<file path="src/hdl/mcpt_pkg.sv">
// ----------------------------------------------------------------------------
// mcpt_pkg
// Shared types, register codes and helpers for the MACD crossover tracker.
// ----------------------------------------------------------------------------
`default_nettype none

package mcpt_pkg;

  // Quotient bits retired per divider cycle
  localparam int DIV_RADIX_BITS = 4;
  // Divisor is period + 1, so 1..256
  localparam int DVS_W          = 9;
  localparam int PERIOD_W       = 8;
  localparam int LIMIT_W        = 10;
  localparam int POS_W          = 11;
  localparam int CASH_W         = 48;
  localparam int SIG_OUT_W      = 41;
  localparam int ACT_W          = 2;
  localparam int IN_DATA_W      = 24;
  localparam int OUT_DATA_W     = 192;
  localparam int CFG_DATA_W     = 32;
  localparam int CFG_ADDR_W     = 4;

  // Action codes
  localparam logic [ACT_W-1:0] ACT_NONE = 2'd0;
  localparam logic [ACT_W-1:0] ACT_BUY  = 2'd1;
  localparam logic [ACT_W-1:0] ACT_SELL = 2'd2;

  // Register indexes (byte address / 4)
  localparam logic [1:0] REG_LIMIT  = 2'd0;
  localparam logic [1:0] REG_SHORT  = 2'd1;
  localparam logic [1:0] REG_LONG   = 2'd2;
  localparam logic [1:0] REG_SIGNAL = 2'd3;

  // Register reset values
  localparam logic [LIMIT_W-1:0]  LIMIT_RST  = 10'd1;
  localparam logic [PERIOD_W-1:0] SHORT_RST  = 8'd12;
  localparam logic [PERIOD_W-1:0] LONG_RST   = 8'd26;
  localparam logic [PERIOD_W-1:0] SIGNAL_RST = 8'd9;

  // Which average the shared divider is working on
  localparam logic [1:0] SEL_FAST = 2'd0;
  localparam logic [1:0] SEL_SLOW = 2'd1;
  localparam logic [1:0] SEL_SIG  = 2'd2;

  localparam logic signed [CASH_W-1:0] CASH_MAX = {1'b0, {(CASH_W-1){1'b1}}};
  localparam logic signed [CASH_W-1:0] CASH_MIN = {1'b1, {(CASH_W-1){1'b0}}};

  typedef struct packed {
    logic [LIMIT_W-1:0]  position_limit;
    logic [PERIOD_W-1:0] short_period;
    logic [PERIOD_W-1:0] long_period;
    logic [PERIOD_W-1:0] signal_period;
  } cfg_t;

  typedef struct packed {
    logic       load_in;
    logic       load_first;
    logic       div_start;
    logic [1:0] div_sel;
    logic       wr_avg;
    logic       calc_macd;
    logic       trade;
    logic       mul;
    logic       out_load;
  } dp_cmd_t;

  typedef struct packed {
    logic div_done;
  } dp_sts_t;

  // Saturate a one-bit-grown sum back to the 48-bit signed range
  function automatic logic signed [CASH_W-1:0] sat_cash(input logic signed [CASH_W:0] v);
    if (v[CASH_W] != v[CASH_W-1]) begin
      return v[CASH_W] ? CASH_MIN : CASH_MAX;
    end
    return v[CASH_W-1:0];
  endfunction

endpackage

`default_nettype wire

</file>
<file path="src/hdl/mcpt_divider.sv">
// ----------------------------------------------------------------------------
// mcpt_divider
// Iterative unsigned divider, DIV_RADIX_BITS quotient bits per cycle.
// ----------------------------------------------------------------------------
`default_nettype none

module mcpt_divider
  import mcpt_pkg::*;
#(
  parameter int DVD_W = 42
) (
  input  wire logic             clk,
  input  wire logic             rst_n,
  input  wire logic             start,
  input  wire logic [DVD_W-1:0] dividend,
  input  wire logic [DVS_W-1:0] divisor,
  output logic                  done,
  output logic [DVD_W-1:0]      quotient
);

  localparam int NSTEP = (DVD_W + DIV_RADIX_BITS - 1) / DIV_RADIX_BITS;
  localparam int PAD_W = NSTEP * DIV_RADIX_BITS;
  localparam int CNT_W = $clog2(NSTEP + 1);

  logic [PAD_W-1:0] q_r, q_nxt;
  logic [DVS_W-2:0] rem_r, rem_nxt;
  logic [DVS_W-1:0] dvs_r;
  logic [CNT_W-1:0] cnt_r;
  logic             busy_r;
  logic             done_r;
  logic [DVS_W-1:0] trial;

  // Restoring steps: dividend shifts out the top, quotient bits shift in
  always_comb begin
    q_nxt   = q_r;
    rem_nxt = rem_r;
    trial   = '0;
    for (int i = 0; i < DIV_RADIX_BITS; i++) begin
      trial = {rem_nxt, q_nxt[PAD_W-1]};
      q_nxt = {q_nxt[PAD_W-2:0], 1'b0};
      if (trial >= dvs_r) begin
        trial    = trial - dvs_r;
        q_nxt[0] = 1'b1;
      end
      rem_nxt = trial[DVS_W-2:0];
    end
  end

  // Control
  always_ff @(posedge clk) begin
    if (!rst_n) begin
      busy_r <= 1'b0;
      done_r <= 1'b0;
      cnt_r  <= '0;
    end else begin
      done_r <= 1'b0;
      if (start) begin
        busy_r <= 1'b1;
        cnt_r  <= CNT_W'(NSTEP);
      end else if (busy_r) begin
        cnt_r <= cnt_r - CNT_W'(1);
        if (cnt_r == CNT_W'(1)) begin
          busy_r <= 1'b0;
          done_r <= 1'b1;
        end
      end
    end
  end

  // Datapath
  always_ff @(posedge clk) begin
    if (start) begin
      q_r   <= PAD_W'(dividend);
      rem_r <= '0;
      dvs_r <= divisor;
    end else if (busy_r) begin
      q_r   <= q_nxt;
      rem_r <= rem_nxt;
    end
  end

  assign done     = done_r;
  assign quotient = q_r[DVD_W-1:0];

  // A new operand must never land on a division in flight
  a_no_restart: assert property (@(posedge clk) disable iff (!rst_n)
    start |-> !busy_r)
    else $error("divider restarted while busy");

endmodule

`default_nettype wire

</file>
<file path="src/hdl/mcpt_datapath.sv">
// ----------------------------------------------------------------------------
// mcpt_datapath
// Averages, MACD, signal, position, cashflow and net value registers.
// ----------------------------------------------------------------------------
`default_nettype none

module mcpt_datapath
  import mcpt_pkg::*;
#(
  parameter int FRAC_BITS  = 16,
  parameter int PRICE_BITS = 24
) (
  input  wire logic                  clk,
  input  wire logic                  rst_n,
  input  wire dp_cmd_t               cmd,
  output dp_sts_t                    sts,
  input  wire cfg_t                  cfg,
  input  wire logic [IN_DATA_W-1:0]  in_price,
  output logic [OUT_DATA_W-1:0]      out_data
);

  localparam int AVG_W  = PRICE_BITS + FRAC_BITS;
  localparam int MAC_W  = AVG_W + 1;
  localparam int AW     = AVG_W + 4;
  localparam int DVD_W  = AVG_W + 2;
  localparam int PROD_W = PRICE_BITS + POS_W + 1;

  localparam logic [AVG_W-1:0]     AMAX   = {{PRICE_BITS{1'b1}}, {FRAC_BITS{1'b0}}};
  localparam logic signed [AW-1:0] AMAX_S = {4'b0000, AMAX};

  logic [PRICE_BITS-1:0]          price_r;
  logic [AVG_W-1:0]               fast_r;
  logic [AVG_W-1:0]               slow_r;
  logic signed [MAC_W-1:0]        sig_r;
  logic signed [MAC_W-1:0]        macd_r;
  logic                           neg_r;
  logic signed [POS_W-1:0]        units_r;
  logic signed [CASH_W-1:0]       cash_r;
  logic [ACT_W-1:0]               action_r;
  logic signed [PROD_W-1:0]       prod_r;
  logic [OUT_DATA_W-1:0]          out_data_r;

  logic [AVG_W-1:0]               pfix;
  logic signed [AW-1:0]           avg_s;
  logic signed [AW-1:0]           tgt_s;
  logic [DVS_W-1:0]               dvs;
  logic signed [AW-1:0]           delta2;
  logic [DVD_W-1:0]               dvd_mag;
  logic [DVD_W-1:0]               quot;
  logic                           div_done;
  logic signed [AW-1:0]           q_ext;
  logic signed [AW-1:0]           q_s;
  logic signed [AW-1:0]           upd;
  logic signed [AW-1:0]           lo;
  logic signed [AW-1:0]           clamped;
  logic signed [POS_W-1:0]        limit_s;
  logic                           buy;
  logic                           sell;
  logic signed [CASH_W:0]         cash_ext;
  logic signed [CASH_W:0]         price_ext;
  logic signed [CASH_W:0]         net_sum;
  logic signed [CASH_W-1:0]       net;

  assign pfix = {price_r, {FRAC_BITS{1'b0}}};

  // Operand select for the average being updated
  always_comb begin
    case (cmd.div_sel)
      SEL_FAST: begin
        avg_s = {4'b0000, fast_r};
        tgt_s = {4'b0000, pfix};
        dvs   = {1'b0, cfg.short_period} + DVS_W'(1);
      end
      SEL_SLOW: begin
        avg_s = {4'b0000, slow_r};
        tgt_s = {4'b0000, pfix};
        dvs   = {1'b0, cfg.long_period} + DVS_W'(1);
      end
      default: begin
        avg_s = AW'(sig_r);
        tgt_s = AW'(macd_r);
        dvs   = {1'b0, cfg.signal_period} + DVS_W'(1);
      end
    endcase
  end

  // 2*(target - avg), split into magnitude and sign for the divider
  assign delta2  = (tgt_s - avg_s) <<< 1;
  assign dvd_mag = delta2[AW-1] ? DVD_W'(-delta2) : DVD_W'(delta2);

  mcpt_divider #(
    .DVD_W (DVD_W)
  ) u_div (
    .clk      (clk),
    .rst_n    (rst_n),
    .start    (cmd.div_start),
    .dividend (dvd_mag),
    .divisor  (dvs),
    .done     (div_done),
    .quotient (quot)
  );

  assign sts.div_done = div_done;

  // Truncated quotient with sign restored, added back and clamped
  assign q_ext = {{(AW-DVD_W){1'b0}}, quot};
  assign q_s   = neg_r ? -q_ext : q_ext;
  assign upd   = avg_s + q_s;
  assign lo    = (cmd.div_sel == SEL_SIG) ? -AMAX_S : '0;

  always_comb begin
    if (upd < lo) begin
      clamped = lo;
    end else if (upd > AMAX_S) begin
      clamped = AMAX_S;
    end else begin
      clamped = upd;
    end
  end

  // Trade decision
  assign limit_s   = $signed({1'b0, cfg.position_limit});
  assign buy       = (macd_r > sig_r) && (units_r < limit_s);
  assign sell      = (macd_r < sig_r) && (units_r > -limit_s);
  assign cash_ext  = {cash_r[CASH_W-1], cash_r};
  assign price_ext = (CASH_W+1)'(price_r);
  assign net_sum   = cash_ext + (CASH_W+1)'(prod_r);
  assign net       = sat_cash(net_sum);

  // Price, averages, MACD, product and output record
  always_ff @(posedge clk) begin
    if (cmd.load_in) begin
      price_r <= PRICE_BITS'(in_price);
    end
    if (cmd.div_start) begin
      neg_r <= delta2[AW-1];
    end
    if (cmd.load_first) begin
      fast_r <= pfix;
      slow_r <= pfix;
      sig_r  <= '0;
      macd_r <= '0;
    end else if (cmd.wr_avg) begin
      case (cmd.div_sel)
        SEL_FAST: fast_r <= clamped[AVG_W-1:0];
        SEL_SLOW: slow_r <= clamped[AVG_W-1:0];
        default:  sig_r  <= clamped[MAC_W-1:0];
      endcase
    end else if (cmd.calc_macd) begin
      macd_r <= $signed({1'b0, fast_r}) - $signed({1'b0, slow_r});
    end
    if (cmd.mul) begin
      prod_r <= $signed({1'b0, price_r}) * units_r;
    end
    if (cmd.out_load) begin
      out_data_r <= {1'b0, net, cash_r, units_r, action_r,
                     SIG_OUT_W'(sig_r), SIG_OUT_W'(macd_r)};
    end
  end

  // Position, cashflow and action
  always_ff @(posedge clk) begin
    if (!rst_n) begin
      units_r  <= '0;
      cash_r   <= '0;
      action_r <= ACT_NONE;
    end else if (cmd.trade) begin
      if (buy) begin
        action_r <= ACT_BUY;
        units_r  <= units_r + POS_W'(1);
        cash_r   <= sat_cash(cash_ext - price_ext);
      end else if (sell) begin
        action_r <= ACT_SELL;
        units_r  <= units_r - POS_W'(1);
        cash_r   <= sat_cash(cash_ext + price_ext);
      end else begin
        action_r <= ACT_NONE;
      end
    end
  end

  assign out_data = out_data_r;

  a_fast_clamped: assert property (@(posedge clk) disable iff (!rst_n)
    (cmd.wr_avg && cmd.div_sel == SEL_FAST) |=> (fast_r <= AMAX))
    else $error("fast average above its clamp");

  a_units_step: assert property (@(posedge clk) disable iff (!rst_n)
    cmd.trade |=> (units_r == $past(units_r)) ||
                  (units_r == $past(units_r) + POS_W'(1)) ||
                  (units_r == $past(units_r) - POS_W'(1)))
    else $error("position moved by more than one unit");

endmodule

`default_nettype wire

</file>
<file path="src/hdl/mcpt_ctrl.sv">
// ----------------------------------------------------------------------------
// mcpt_ctrl
// Sequencer: input transfer, three divisions, trade, net value, output.
// ----------------------------------------------------------------------------
`default_nettype none

module mcpt_ctrl
  import mcpt_pkg::*;
(
  input  wire logic    clk,
  input  wire logic    rst_n,
  input  wire logic    in_tvalid,
  output logic         in_tready,
  output logic         out_tvalid,
  input  wire logic    out_tready,
  output dp_cmd_t      cmd,
  input  wire dp_sts_t sts
);

  localparam logic [2:0] ST_IDLE  = 3'd0;
  localparam logic [2:0] ST_FIRST = 3'd1;
  localparam logic [2:0] ST_DIV   = 3'd2;
  localparam logic [2:0] ST_WAIT  = 3'd3;
  localparam logic [2:0] ST_MACD  = 3'd4;
  localparam logic [2:0] ST_TRADE = 3'd5;
  localparam logic [2:0] ST_MUL   = 3'd6;
  localparam logic [2:0] ST_NET   = 3'd7;

  logic [2:0] state_r, state_nxt;
  logic [1:0] sel_r, sel_nxt;
  logic       seen_r, seen_nxt;
  logic       out_valid_r, out_valid_nxt;
  logic       out_free;

  assign out_free = !out_valid_r || out_tready;

  // Next state and commands
  always_comb begin
    cmd           = '0;
    cmd.div_sel   = sel_r;
    state_nxt     = state_r;
    sel_nxt       = sel_r;
    seen_nxt      = seen_r;
    out_valid_nxt = out_valid_r && !out_tready;
    case (state_r)
      ST_IDLE: begin
        if (in_tvalid) begin
          cmd.load_in = 1'b1;
          sel_nxt     = SEL_FAST;
          state_nxt   = seen_r ? ST_DIV : ST_FIRST;
        end
      end
      ST_FIRST: begin
        cmd.load_first = 1'b1;
        seen_nxt       = 1'b1;
        state_nxt      = ST_TRADE;
      end
      ST_DIV: begin
        cmd.div_start = 1'b1;
        state_nxt     = ST_WAIT;
      end
      ST_WAIT: begin
        if (sts.div_done) begin
          cmd.wr_avg = 1'b1;
          case (sel_r)
            SEL_FAST: begin
              sel_nxt   = SEL_SLOW;
              state_nxt = ST_DIV;
            end
            SEL_SLOW: state_nxt = ST_MACD;
            default:  state_nxt = ST_TRADE;
          endcase
        end
      end
      ST_MACD: begin
        cmd.calc_macd = 1'b1;
        sel_nxt       = SEL_SIG;
        state_nxt     = ST_DIV;
      end
      ST_TRADE: begin
        cmd.trade = 1'b1;
        state_nxt = ST_MUL;
      end
      ST_MUL: begin
        cmd.mul   = 1'b1;
        state_nxt = ST_NET;
      end
      ST_NET: begin
        // hold here until the output register is free
        if (out_free) begin
          cmd.out_load  = 1'b1;
          out_valid_nxt = 1'b1;
          state_nxt     = ST_IDLE;
        end
      end
      default: state_nxt = ST_IDLE;
    endcase
  end

  always_ff @(posedge clk) begin
    if (!rst_n) begin
      state_r     <= ST_IDLE;
      sel_r       <= SEL_FAST;
      seen_r      <= 1'b0;
      out_valid_r <= 1'b0;
    end else begin
      state_r     <= state_nxt;
      sel_r       <= sel_nxt;
      seen_r      <= seen_nxt;
      out_valid_r <= out_valid_nxt;
    end
  end

  assign in_tready  = (state_r == ST_IDLE);
  assign out_tvalid = out_valid_r;

  a_done_in_wait: assert property (@(posedge clk) disable iff (!rst_n)
    sts.div_done |-> (state_r == ST_WAIT))
    else $error("divider finished outside the wait state");

  a_first_path: assert property (@(posedge clk) disable iff (!rst_n)
    (in_tvalid && in_tready && !seen_r) |=> (state_r == ST_FIRST))
    else $error("first sample did not take the load path");

  a_div_sel_held: assert property (@(posedge clk) disable iff (!rst_n)
    (state_r == ST_DIV) |=> (state_r == ST_WAIT) && $stable(sel_r))
    else $error("operand select changed during a division");

endmodule

`default_nettype wire

</file>
<file path="src/hdl/macd_crossover_position_tracker_unit.sv">
// ----------------------------------------------------------------------------
// macd_crossover_position_tracker_unit
// MACD crossover trader: one price in, one trade/position/value record out.
// ----------------------------------------------------------------------------
// Usage:
//   in_*  : one price sample per transfer (in_tdata[23:0] = price).
//   out_* : one result per sample: MACD, signal, action, position, cashflow
//           and saturated net value, packed in out_tdata.
//   cfg_* : APB-style register port; position_limit at 0x0, short_period at
//           0x4, long_period at 0x8, signal_period at 0xC. Write while idle.
// Sequencing:
//   Samples are handled one at a time. The three average updates share one
//   iterative divider (4 quotient bits per cycle, NSTEP =
//   ceil((PRICE_BITS+FRAC_BITS+2)/4) steps, 11 by default); the first sample
//   after reset takes no division. in_tready rises with out_tvalid, so a new
//   sample is taken only once the last result is in the output register.
// Reset:
//   rst_n (synchronous) restores register defaults, clears position and
//   cashflow, and makes the next sample the first one.
// Backpressure:
//   A finished result sits in the output register; the next sample can be
//   taken meanwhile, but its result waits until out_tready drains the first.
// ----------------------------------------------------------------------------
`default_nettype none

module macd_crossover_position_tracker_unit
  import mcpt_pkg::*;
#(
  parameter int FRAC_BITS  = 16,
  parameter int PRICE_BITS = 24
) (
  input  wire logic                  clk,
  input  wire logic                  rst_n,
  // input stream
  input  wire logic                  in_tvalid,
  output logic                       in_tready,
  input  wire logic [IN_DATA_W-1:0]  in_tdata,   // [23:0] price
  // result stream
  output logic                       out_tvalid,
  input  wire logic                  out_tready,
  output logic [OUT_DATA_W-1:0]      out_tdata,  // [40:0] macd_value,
                                                 // [81:41] signal_value,
                                                 // [83:82] action,
                                                 // [94:84] position,
                                                 // [142:95] cashflow,
                                                 // [190:143] net_value
  // configuration port
  input  wire logic                  cfg_psel,
  input  wire logic                  cfg_penable,
  input  wire logic                  cfg_pwrite,
  input  wire logic [CFG_ADDR_W-1:0] cfg_paddr,
  input  wire logic [CFG_DATA_W-1:0] cfg_pwdata,
  output logic [CFG_DATA_W-1:0]      cfg_prdata,
  output logic                       cfg_pready
);

  cfg_t    cfg_r;
  dp_cmd_t cmd;
  dp_sts_t sts;
  logic    cfg_wr;
  logic [1:0] cfg_idx;

  assign cfg_pready = 1'b1;
  assign cfg_wr     = cfg_psel && cfg_penable && cfg_pwrite && cfg_pready;
  assign cfg_idx    = cfg_paddr[3:2];

  // Register file
  always_ff @(posedge clk) begin
    if (!rst_n) begin
      cfg_r.position_limit <= LIMIT_RST;
      cfg_r.short_period   <= SHORT_RST;
      cfg_r.long_period    <= LONG_RST;
      cfg_r.signal_period  <= SIGNAL_RST;
    end else if (cfg_wr) begin
      case (cfg_idx)
        REG_LIMIT:  cfg_r.position_limit <= cfg_pwdata[LIMIT_W-1:0];
        REG_SHORT:  cfg_r.short_period   <= cfg_pwdata[PERIOD_W-1:0];
        REG_LONG:   cfg_r.long_period    <= cfg_pwdata[PERIOD_W-1:0];
        REG_SIGNAL: cfg_r.signal_period  <= cfg_pwdata[PERIOD_W-1:0];
        default:    ;
      endcase
    end
  end

  // Read back
  always_comb begin
    case (cfg_idx)
      REG_LIMIT:  cfg_prdata = CFG_DATA_W'(cfg_r.position_limit);
      REG_SHORT:  cfg_prdata = CFG_DATA_W'(cfg_r.short_period);
      REG_LONG:   cfg_prdata = CFG_DATA_W'(cfg_r.long_period);
      REG_SIGNAL: cfg_prdata = CFG_DATA_W'(cfg_r.signal_period);
      default:    cfg_prdata = '0;
    endcase
  end

  mcpt_ctrl u_ctrl (
    .clk        (clk),
    .rst_n      (rst_n),
    .in_tvalid  (in_tvalid),
    .in_tready  (in_tready),
    .out_tvalid (out_tvalid),
    .out_tready (out_tready),
    .cmd        (cmd),
    .sts        (sts)
  );

  mcpt_datapath #(
    .FRAC_BITS  (FRAC_BITS),
    .PRICE_BITS (PRICE_BITS)
  ) u_dp (
    .clk      (clk),
    .rst_n    (rst_n),
    .cmd      (cmd),
    .sts      (sts),
    .cfg      (cfg_r),
    .in_price (in_tdata),
    .out_data (out_tdata)
  );

endmodule

`default_nettype wire

</file>
<file path="config.mk">
export PLATFORM = sky130hd
export DESIGN_NAME = macd_crossover_position_tracker_unit
export DESIGN_NICKNAME = d
export VERILOG_FILES = /design/src/hdl/mcpt_pkg.sv /design/src/hdl/mcpt_divider.sv /design/src/hdl/mcpt_datapath.sv /design/src/hdl/mcpt_ctrl.sv /design/src/hdl/macd_crossover_position_tracker_unit.sv
export SDC_FILE = /design/constraint.sdc
export NUM_CORES = 2
export LEC_CHECK = 0
export BUFFER_PORTS_ARGS = -buffer_cell sky130_fd_sc_hd__buf_2
export CAP_MARGIN = 20
export CELL_PAD_IN_SITES_DETAIL_PLACEMENT = 1
export CELL_PAD_IN_SITES_GLOBAL_PLACEMENT = 1
export CORE_UTILIZATION = 50
export CTS_BUF_LIST = sky130_fd_sc_hd__clkbuf_8
export DETAILED_ROUTE_END_ITERATION = 10
export MAX_ROUTING_LAYER = met4
export PLACE_DENSITY = 0.95
export SLEW_MARGIN = 10
export SYNTH_ARGS = -nofsm -noshare
export SYNTH_HDL_FRONTEND = slang
export SYNTH_HIERARCHICAL = 1
export SYNTH_SLANG_ARGS = --single-unit
export TNS_END_PERCENT = 20
</file>
<file path="constraint.sdc">
create_clock -name clk -period 11 [get_ports clk]
set_clock_uncertainty 0.15 [all_clocks]
set_input_delay 0 -clock clk [delete_from_list [all_inputs] [get_ports clk]]
set_output_delay 0 -clock clk [all_outputs]
set_load 0.03 [all_outputs]
</file>
### After elaboration in Yosys (flattened, before gate mapping)

Cells that the tools add are included.

* add/sub/neg operators: 19
* equality and inequality tests: 20
* bitwise operators: 4
* multiply operators: 1
* muxes and demuxes: 79
* reduce and logical (&&, ||, !) cells: 33
* magnitude comparators: 10

Operators with widths (number)
* 48-bit two-way mux: 11
* 40-bit two-way mux: 6
* 32-bit case mux with 4 select lines: 1
* 42-bit two-way mux: 3
* 44-bit two-way mux: 2
* 44-bit case mux with 2 select lines: 1
* 41-bit two-way mux: 2
* 48-bit by 25-bit adder with 49-bit output: 1
* 48-bit by 36-bit adder with 49-bit output: 1
* 48-bit by 25-bit subtractor with 49-bit output: 1
* 44-bit adder: 1
* 44-bit by 41-bit > comparator with 1-bit output, second input constant: 1
* 44-bit < comparator: 1
* 42-bit negator with 44-bit output: 1
* 43-bit two-way mux: 1
* 43-bit subtractor: 1
* 42-bit negator: 1
* 41-bit > comparator: 1
* 41-bit < comparator: 1
* 40-bit by 40-bit subtractor with 41-bit output: 1
* 9-bit >= comparator: 4
* 25-bit by 11-bit multiplier with 36-bit output: 1
* 8-bit two-way mux: 4
* 8-bit subtractor: 4
* 38 further kinds: 114

* bits in registers: 583
* output and inout bits: 227
* input port bits: 67

### Logic depth before layout (Yosys ltp)

* depth after elaboration: 10
* depth in mapped cells: 36
* mapped depth without buffers: 34

### Hierarchy

Netlist, hierarchy kept.

By module, submodules not included
* mcpt_datapath: instances 1, area each 43236.5 um^2, cells each 4979
* mcpt_divider: instances 1, area each 4739.5 um^2, cells each 443
* macd_crossover_position_tracker_unit: instances 1, area each 1724.2 um^2, cells each 169
* mcpt_ctrl: instances 1, area each 435.4 um^2, cells each 52

### Worst setup path before layout

OpenSTA, ideal clock, no wires.

* path kind: flip-flop to flip-flop
* from: register u_ctrl.state_r[0]
* to: register u_dp.out_data_r[0] (netlist: u_dp/out_data[0]) (enable)
* setup time: 0.766 ns
* cell stages (with the launch flop): 4
* clock period less this slack: 9.928 ns
* setup slack: 1.072 ns
* arrival: 9.011 ns
* cell sequence: dfxtp_1 buf_2 nand3_1 nor2b_1

RTL lines
* start, declared: line mcpt_ctrl.sv:29 `logic [2:0] state_r, state_nxt;`
* start signal, assigned: line mcpt_ctrl.sv:107 `state_r <= state_nxt;`
* end signal, assigned: line mcpt_datapath.sv:156 `out_data_r <= {1'b0, net, cash_r, units_r, action_r,`
* end, declared: line mcpt_datapath.sv:41 `logic [OUT_DATA_W-1:0] out_data_r;`

### Worst setup path in the final report

* from: register u_dp.u_div.dvs_r[1]
* to: register u_dp.u_div.rem_r[0]

* longest elaborated chain between the ends: 8
* elaborated cells on any way between the ends: 11

RTL lines
* start, declared: line mcpt_divider.sv:27 `logic [DVS_W-1:0] dvs_r;`
* start signal, assigned: line mcpt_divider.sv:75 `dvs_r <= divisor;`
* 8-bit subtractor or 9-bit >= comparator (tied branches): line mcpt_divider.sv:42, mcpt_divider.sv:41
* 8-bit two-way mux: line mcpt_divider.sv:41 `if (trial >= dvs_r) begin`
* 8-bit subtractor or 9-bit >= comparator (tied branches): line mcpt_divider.sv:42, mcpt_divider.sv:41
* 8-bit two-way mux: line mcpt_divider.sv:41
* 8-bit subtractor or 9-bit >= comparator (tied branches): line mcpt_divider.sv:42, mcpt_divider.sv:41
* 8-bit two-way mux: line mcpt_divider.sv:41
* 9-bit >= comparator (*): line mcpt_divider.sv:41
* 8-bit two-way mux (*): line mcpt_divider.sv:41
* end signal, assigned: line mcpt_divider.sv:78 `rem_r <= rem_nxt;`
* end, declared: line mcpt_divider.sv:26 `logic [DVS_W-2:0] rem_r, rem_nxt;`

Every way passes the cells marked *; elsewhere a longest branch is shown, timed or not.
A chain may end at the register's enable or synchronous reset.

==> impl_metrics.ini <==
[grt]
first_global_vias = 49400
grt_antenna_before_repair = 12
grt_overflow_total = 0
grtUsageTotal = 0.389
grt_pass1_wl_mm = 297
grt_max_degree = 79

[finish]
regArea_um2 = 15200
final_common_cell = nand2_1
drive_gt1_frac = 0.103
multi_input_area_um2 = 31600
mostFrequentLayoutCells = nand2_1 (623), inv_1 (546), ha_1 (431), a21oi_1 (409), o21ai_0 (371)
finalInstanceArea_um2 = 55400
syn_to_final_growth_pct = 10.5
nets = 6549
fillCellCount = 11400

[floorplan]
ios = 294
die_x_um = 319
core_um2 = 98900
die_area_um2 = 102000
initial_core_util = 0.507
rows = 115
die_h_um = 319

[worst_setup_path]
crit_type = flip-flop to flip-flop
crit_fanout = 14
critPathRequiredTime_ns = 11.45
crit_arrival_ns = 9.27
cp-end-kind = flip-flop
crit_path_top_delay_cell = o21ai_0
max_stage_delay_ns = 0.55
start_kind = flip-flop

[power]
seq_power_share = 0.171
clock_power_share = 0.117
internal_power_mw = 9.08
switchingPower_mw = 11.2
vdd_ir_drop_max_uv = 449
leakage_nw = 23.9
power_switching_share = 0.552
power_frac_comb = 0.711
powerDensity_nw_per_um2 = 366

[cts]
clock_latency_ns = 0.82
cts_buffers = 107
cts_tree = yes
cts_max_level = 3
root_buffer = clkbuf_8
post_cts_resize_count = 0
post_cts_buffers = 0
cts_hold_buf = 86
ctsLongestPathBuffers = 3
cts.reportedPaths.clkPinSlew_ns = 0.07
cts_sinks = 583

[timing]
tightestPinTransition_ns = 1.12
min_period_ns = 8.82
timing.hold.ws_ns = 0.136
layout_worst_path_cycle_share = 0.802
tns_ns = 0
slew_violations = 0
slew_headroom = 0.250
final-setup-viol-count = 0
max_freq_ghz = 0.113
finalHoldViolations = 0
rsz0062_at_grt = false

[logic_synthesis]
synthTopCellsByArea = edfxtp_1 (21%), ha_1 (11%), dfxtp_1 (9.3%), fa_1 (8.3%), nand2_1 (4.7%)
synth_seq_area_share = 0.303
ys_ff_latch = 583
yosysUniqueCellTypes = 103
synth_top_area_cell = edfxtp_1
syn-cell-area_um2 = 50100
syn_inst = 5643
syn_area_per_cell_um2 = 8.88
yosysWarningCount = 6
synthFlopType = edfxtp_1
synth_top_area_share = 0.210
async_reset_ff_frac = 0
synth_edf_count = 351

[routing]
vias = 47500
wl_mm = 197
drtIter0Drc = 5301
drt_pre_antenna_iters = 6
drc_errors = 0
drtAntennaViolNets = 0
viasPerCell = 6.57
wl_per_cell_um = 27.3

[min_path]
hold_class = input port to flip-flop

[placement]
placed_area_um2 = 52100
port_buffers = 245
gp_congestion = 0.987
hpwl_mm = 147

[job]
maxCapViolCount = 0

[run_status]
status = finished, final reports clean
stage by stage:
stage / total power [mW] / setup WS, ns / instances / util
4_1_cts: 19.6 / 2.30 / 7220 / 0.560
6_report: 20.3 / 2.18 / 7240 / 0.560
2_1_floorplan: 12.9 / 1.07 / 5665 / -
3_3_place_gp: 16.3 / 2.53 / 6930 / 0.527
3_5_place_dp: 17.0 / 2.39 / 6931 / 0.527
5_1_grt: 21.2 / 1.65 / 7237 / 0.560
cell usage after synthesis (68+ instances only):
cell,instances
a21oi_1,409
nor2_1,281
edfxtp_1,351
and2_1,150
nand3_1,92
nor3_1,90
a21o_1,148
xor2_1,68
buf_4,68
dfxtp_1,232
mux2i_1,97
inv_1,516
nand2_1,623
o21ai_0,373
ha_1,431
fa_1,209
xnor2_1,222
clkbuf_1,224
metal layers:
metal,share of wire,vias up,global-route usage
met2,0.45,2843,0.597
met4,0.062,0,0.217
met3,0.10,798,0.0870
met5,0,-,-
met1,0.39,23600,0.472
li1,-,20300,-
sequential cells by signal, indices dropped and copies added (netlist names), 3 cells and up:
| name | count |
|---|---|
| cfg_r | 34 |
| u_ctrl/state_r | 3 |
| u_dp/cash_r | 48 |
| u_dp/fast_r | 40 |
| u_dp/macd_r | 41 |
| u_dp/out_data | 191 |
| u_dp/price_r | 24 |
| u_dp/prod_r | 36 |
| u_dp/sig_r | 41 |
| u_dp/slow_r | 40 |
| u_dp/u_div/cnt_r | 4 |
| u_dp/u_div/dvs_r | 9 |
| u_dp/u_div/q_r | 44 |
| u_dp/u_div/rem_r | 8 |
| u_dp/units_r | 11 |
worst max-delay path: cells and delay by family, from the launching register on:
family | cells | cell delay (ns)
fa+ha+maj | 4 | 1.36
buf+inv | 2 | 0.58
flops | 1 | 0.38
simple gates | 9 | 1.74
mux | 3 | 1.21
compound gates | 12 | 3.22
cell families (layout without fill, tap and decap cells):
logic type	Yosys count	after routing	share of synthesized area
AOI/OAI and AO/OA	1508	1508	0.194
buffers and inverters	844	1115	0.0696
adders and majority gates	650	650	0.193
other	3	42	0.000225
DFF	583	583	0.303
and+or+nand+nor	1607	1607	0.155
muxes	158	158	0.0349
xor gates and xnor gates	290	290	0.0507
cell type report:
class | count | share of cell area
flip-flops and latches | 583 | 0.274
well taps | 1287 | 0.0291
multi-input cells | 4238 | 0.571
repair buffers | 395 | 0.0469
diodes | 17 | 0.000768
clock buffers | 125 | 0.0311
inverters | 517 | 0.0350
clock inverters | 78 | 0.0117
power groups by stage:
stage	clock (mW)	combinational (mW)	sequential, mW
2_1_floorplan	0	9.77	3.16
3_5_place_dp	0	13.6	3.46
3_3_place_gp	0	12.9	3.43
5_1_grt	2.48	15.2	3.49
4_1_cts	2.38	13.8	3.43
6_report	2.38	14.4	3.48
path summary, 6_finish.rpt:
check / start / end / slack [ns] / cells past startpoint
min: rst_n / u_dp/cash_r[19] / 0.14 / 4
max: u_dp/u_div/dvs_r[1] / u_dp/u_div/rem_r[0] / 2.18 / 30
min reg2reg: u_dp/action_r[1] / u_dp/out_data[83] / 0.31 / 0
max reg2reg: u_dp/u_div/dvs_r[1] / u_dp/u_div/rem_r[0] / 2.18 / 30
Power figures use the tool's default switching activity.
